### config.mk
export PLATFORM = sky130hd
export DESIGN_NAME = ksm_ram
export DESIGN_NICKNAME = d
export VERILOG_FILES = /design/src/rtl/core/kth_smallest_sorted_matrix_core_assert.svh /design/src/rtl/core/ksm_ram.sv
export SDC_FILE = /design/constraint.sdc
export NUM_CORES = 2
export LEC_CHECK = 0
export CAP_MARGIN = 10
export CORE_UTILIZATION = 30
export DETAILED_ROUTE_END_ITERATION = 10
export DONT_BUFFER_PORTS = 1
export GPL_TIMING_DRIVEN = 0
export RECOVER_POWER = 100
export SYNTH_ARGS = -nofsm -noshare
export SYNTH_HDL_FRONTEND = slang
export SYNTH_SLANG_ARGS = --single-unit
### constraint.sdc
create_clock -name clk -period 7.3 [get_ports clk]
set_clock_uncertainty 0.1 [all_clocks]
set_input_delay 1.46 -clock clk [delete_from_list [all_inputs] [get_ports clk]]
set_output_delay 1.46 -clock clk [all_outputs]
set_load 0.005 [all_outputs]
### src/rtl/core/kth_smallest_sorted_matrix_core_assert.svh
// Assertion macros for the sorted-matrix selection core.
`ifndef KTH_SMALLEST_SORTED_MATRIX_CORE_ASSERT_SVH
`define KTH_SMALLEST_SORTED_MATRIX_CORE_ASSERT_SVH
`ifndef SYNTHESIS
// Check a property at every clock outside reset.
`define KSM_ASSERT(lbl, prop, msg) \
  lbl: assert property (@(posedge clk) disable iff (!rst_n) prop) else $error(msg);
// Check that a condition implies another in the next cycle.
`define KSM_ASSERT_NEXT(lbl, ante, cons, msg) \
  lbl: assert property (@(posedge clk) disable iff (!rst_n) (ante) |=> (cons)) \
    else $error(msg);
`else
`define KSM_ASSERT(lbl, prop, msg)
`define KSM_ASSERT_NEXT(lbl, ante, cons, msg)
`endif
`endif

### src/rtl/core/ksm_ram.sv
// Generic single-write, single-read RAM with registered read data.
module ksm_ram #(
  parameter int WIDTH = 32,
  parameter int DEPTH = 64
) (
  input  logic                                      clk,
  input  logic                                      we,
  input  logic [((DEPTH > 1) ? $clog2(DEPTH) : 1)-1:0] waddr,
  input  logic [WIDTH-1:0]                          wdata,
  input  logic [((DEPTH > 1) ? $clog2(DEPTH) : 1)-1:0] raddr,
  output logic [WIDTH-1:0]                          rdata
);

  logic [WIDTH-1:0] mem [DEPTH];

  // Write port
  always_ff @(posedge clk) begin
    if (we) begin
      mem[waddr] <= wdata;
    end
  end

  // Registered read port
  always_ff @(posedge clk) begin
    rdata <= mem[raddr];
  end

endmodule

==> impl_metrics.csv <==
group,metric,value,unit
final_layout,finish.cell_count_without_fillers,7286,
final_layout,layout_commonest_cell,"sky130_fd_sc_hd__edfxtp_1",
die,floorplan.die_area,264000,sq um
run,drv_cap,116,
cts,cts_setup_buffers,0,
global_route,global_route.usage.total,18.2,%
pwr,switching_power,5360,uW
status,outcome,"complete, but fails checks",
pwr,internal-power,19400,uW
cts,tritoncts,"yes",
critical_path,critical-path-slowest-cell,"sky130_fd_sc_hd__clkbuf_1",
die,start_util,30.2,%
timing,rsz0062_at_grt,"no",
die,core,260000,sq um
global_route,grt_remaining_overflow,0,
yosys,synth-main-ff-cell,"sky130_fd_sc_hd__edfxtp_1",
timing,achievable-frequency,152,MHz
critical_path,worstSetupStartpointType,"input port",
critical_path,reg2reg_setup_slack,4.51,ns
critical_path,critical_path.most_common_cell,"sky130_fd_sc_hd__clkbuf_1",
route,avgRoutedWirePerCell,33.4,um
global_route,grt_antenna_before_repair,11,
die,count_of_boundary_i_o_pins,78,
global_route,grt_pass1_vias,38300,
worst_hold_path,worstHoldStart,"wdata[20]",
yosys,synth_sequential_area_ratio,79.1,%
critical_path,timing.critical_path.arrival,7.16,ns
placement,port_buffers,0,
timing,timing_hold_violations_final,0,
yosys,syn-mean-instance-area,23.6,sq um
cts,clock_sink_count,2080,
final_layout,area.sequential,62100,sq um
critical_path,slowest_delay,1.11,ns
cts,max-clock-path-buffers,3,
die,die_height,514,um
worst_hold_path,hold_path.class,"input port to flip-flop",
critical_path,worst_r2r_startpoint,"mem[46][15]",
yosys,yosys.area_share.adder,0,%
global_route,grt_pass1_wl,327000,um
critical_path,timing.critical_path.cells,"clkbuf_1 -> clkbuf_1 -> buf_2 -> clkbuf_1 -> buf_2 -> mux2i_1 -> a21oi_1 -> a21oi_1 -> nor2_1",
critical_path,sort_of_element_at_the_end_of_the_critical_path,"flip-flop",
pwr,comb_power_share,4.5,%
route,first_iter_violations,6167,
final_layout,post_route_cells_drive_above_1_share,24.4,%
timing,worst_pin_slew,2.87,ns
final_layout,fillers,23900,
yosys,synth.area.mux_share,16.8,%
global_route,largest_net_degree_at_the_start_of_global_routing,65,
die,die_w,514,um
final_layout,final_cell_mix,"2,048 x sky130_fd_sc_hd__edfxtp_1, 544 x sky130_fd_sc_hd__mux4_2, 207 x sky130_fd_sc_hd__clkbuf_16, 199 x sky130_fd_sc_hd__clkbuf_1, 137 x sky130_fd_sc_hd__nor2_1",
route,avgViaCountPerCell,5.33,
yosys,synth_top_cells_by_area,"sky130_fd_sc_hd__edfxtp_1 78%, sky130_fd_sc_hd__mux4_2 16%, sky130_fd_sc_hd__mux2i_1 1.2%",
yosys,ys_warn_count,0,
die,row_count,187,
cts,cts.htree.levels,4,
final_layout,multiInputGateArea,15500,sq um
yosys,syn-instance-count,3324,
pwr,power_density,275,nW/um^2
timing,report.final.setup_viol,0,
yosys,post_synth_instance_area,78500,sq um
placement,dp.final_hpwl,157000,um
yosys,synthesized_area_fraction_occupied_by_xor_and_xnor_cells,0,%
critical_path,crit_required,7.87,ns
cts,clockRootBuffer,"sky130_fd_sc_hd__clkbuf_16",
timing,final-max-slew-violation-count,1901,
placement,placedCellCount,6912,
pwr,totalPowerFinal,24700,uW
yosys,complex_gate_fraction_of_the_synthesized_area,1.67,%
pwr,clockPowerShare,41.9,%
yosys,synth_enable_flop_cells,2048,
pwr,peak_supply_drop,0.199,mV
route,post-route-drc-count,0,
yosys,yosys.area_share.simple,1.27,%
timing,slew_headroom,-91.8,%
pwr,leakage,0.0272,uW
cts,clk_latency,0.86,ns
cts,cts_repair_resize_count,0,
yosys,synth_top_family_by_area,"multiplexers",
final_layout,finalNetCount,3671,
status,failed_checks,"capacitance limit, slew limit",
timing,fin_crit_sh,90.2,%
cts,cts_inserted_buffers,205,
pwr,seqPwrFrac,53.6,%
pwr,p_sw_share,21.7,%
yosys,cell_type_with_the_largest_total_area_after_synthesis,"sky130_fd_sc_hd__edfxtp_1",
critical_path,setup.worst_path.start,"raddr[1]",
critical_path,setup_crit_path_kind,"input port to flip-flop",
route,drt-pass1-iter-count,5,
timing,post-route-min-period,6.58,ns
final_layout,syn2layout_area_growth,14.4,%
yosys,synth_largest_type_area_fraction,78.3,%
placement,gp_routability_congestion,0.826,
route,route.antenna.remaining_nets,0,
cts,hold_buffers,0,
yosys,postSynthNetCount,3370,
cts,clkSlewWorstSetupHoldPaths,0.07,ns
yosys,synth_async_sr_flop_share,0,%
yosys,post_synth_num_cell_types,34,
route,postRouteWirelength,243000,um
critical_path,timing.critical_path.fanout_max,11,
yosys,synth-seq-cells,2080,
route,via_count,38800,
-- logic make-up after synthesis --
| kind of cell | after synthesis |
|---|---|
| AO/OA/AOI/OAI | 202 |
| buffers and inverters | 182 |
| flip-flops | 2080 |
| multiplexers | 637 |
| AND/OR/NAND/NOR | 223 |
-- registers in the layout, summed over array words and instances, names as in the netlist --
name / count
rdata: 32
mem: 2048
-- power groups by stage --
stage          Clock, uW  Combinational (uW)  Sequential (uW)
2_1_floorplan          0                 643            13500
3_3_place_gp           0                1090            13500
3_5_place_dp           0                1130            13500
4_1_cts            10400                1130            13300
5_1_grt            10900                1140            13300
6_report           10400                1120            13300
-- routing by layer --
| layer | share of wire (%) | global-route usage, % |
|---|---|---|
| met1 | 38 | 23.5 |
| met5 | 0 | 0 |
| met3 | 11 | 5.24 |
| met4 | 4.3 | 6.90 |
| met2 | 47 | 29.0 |
-- area by class of cell --
class,count,share of cell area (%)
clock buffers,247,6.00
plain buffers,182,0.984
flip-flops and latches,2080,69.2
repair buffers,94,0.508
diodes,5,0.0139
multi-input cells,1062,17.2
clock inverters,120,1.23
well taps,3496,4.87
-- worst paths after layout --
kind | end | depth (start not counted)
worst max register to register | rdata[15] | 5
worst max-delay path | rdata[16] | 9
worst min register to register | rdata[29] | 5
worst min-delay path | mem[0][20] | 0
-- synthesized netlist by cell type, types with 2 or more instances --
cell type and n:
sky130_fd_sc_hd__a21oi_1 62, sky130_fd_sc_hd__a22oi_1 12, sky130_fd_sc_hd__a311oi_1 8, sky130_fd_sc_hd__a41o_1 4, sky130_fd_sc_hd__and2_1 2, sky130_fd_sc_hd__and3_1 4
sky130_fd_sc_hd__buf_1 21, sky130_fd_sc_hd__buf_2 57, sky130_fd_sc_hd__buf_4 25, sky130_fd_sc_hd__buf_6 5, sky130_fd_sc_hd__clkbuf_1 74, sky130_fd_sc_hd__dfxtp_1 32
sky130_fd_sc_hd__edfxtp_1 2048, sky130_fd_sc_hd__mux2i_1 93, sky130_fd_sc_hd__mux4_2 544, sky130_fd_sc_hd__nand2_1 26, sky130_fd_sc_hd__nand2b_1 8, sky130_fd_sc_hd__nand3_1 5
sky130_fd_sc_hd__nand3b_1 5, sky130_fd_sc_hd__nand4_1 2, sky130_fd_sc_hd__nor2_1 137, sky130_fd_sc_hd__nor2b_1 15, sky130_fd_sc_hd__nor3_1 7, sky130_fd_sc_hd__o221ai_1 27
sky130_fd_sc_hd__o22ai_1 84, sky130_fd_sc_hd__o32ai_1 4, sky130_fd_sc_hd__or3_1 3, sky130_fd_sc_hd__or3b_1 2, sky130_fd_sc_hd__or3b_2 3
-- stage by stage --
step                setup slack, ns  cell area (sq um)  TNS [ns]  hold WS [ns]  utilization [%]
global placement              -1.59              82900   -101.41         0.921             31.9
detailed placement            0.888              85200         0         0.922             32.8
CTS                            1.79              91700         0         0.543             35.3
finish                        0.715              89900         0         0.599             34.6
global route                  0.889              89800         0         0.562             34.6
floorplan                      2.58              78500         0         0.563                -
-- critical path: cells and delay by family --
kind / cells / cell delay [ns]
buffers and inverters: 5 / 3.86
AOI/OAI and AO/OA: 2 / 1.04
and+or+nand+nor: 1 / 0.53
muxes: 1 / 0.20
(Power assumes the default switching activity.)
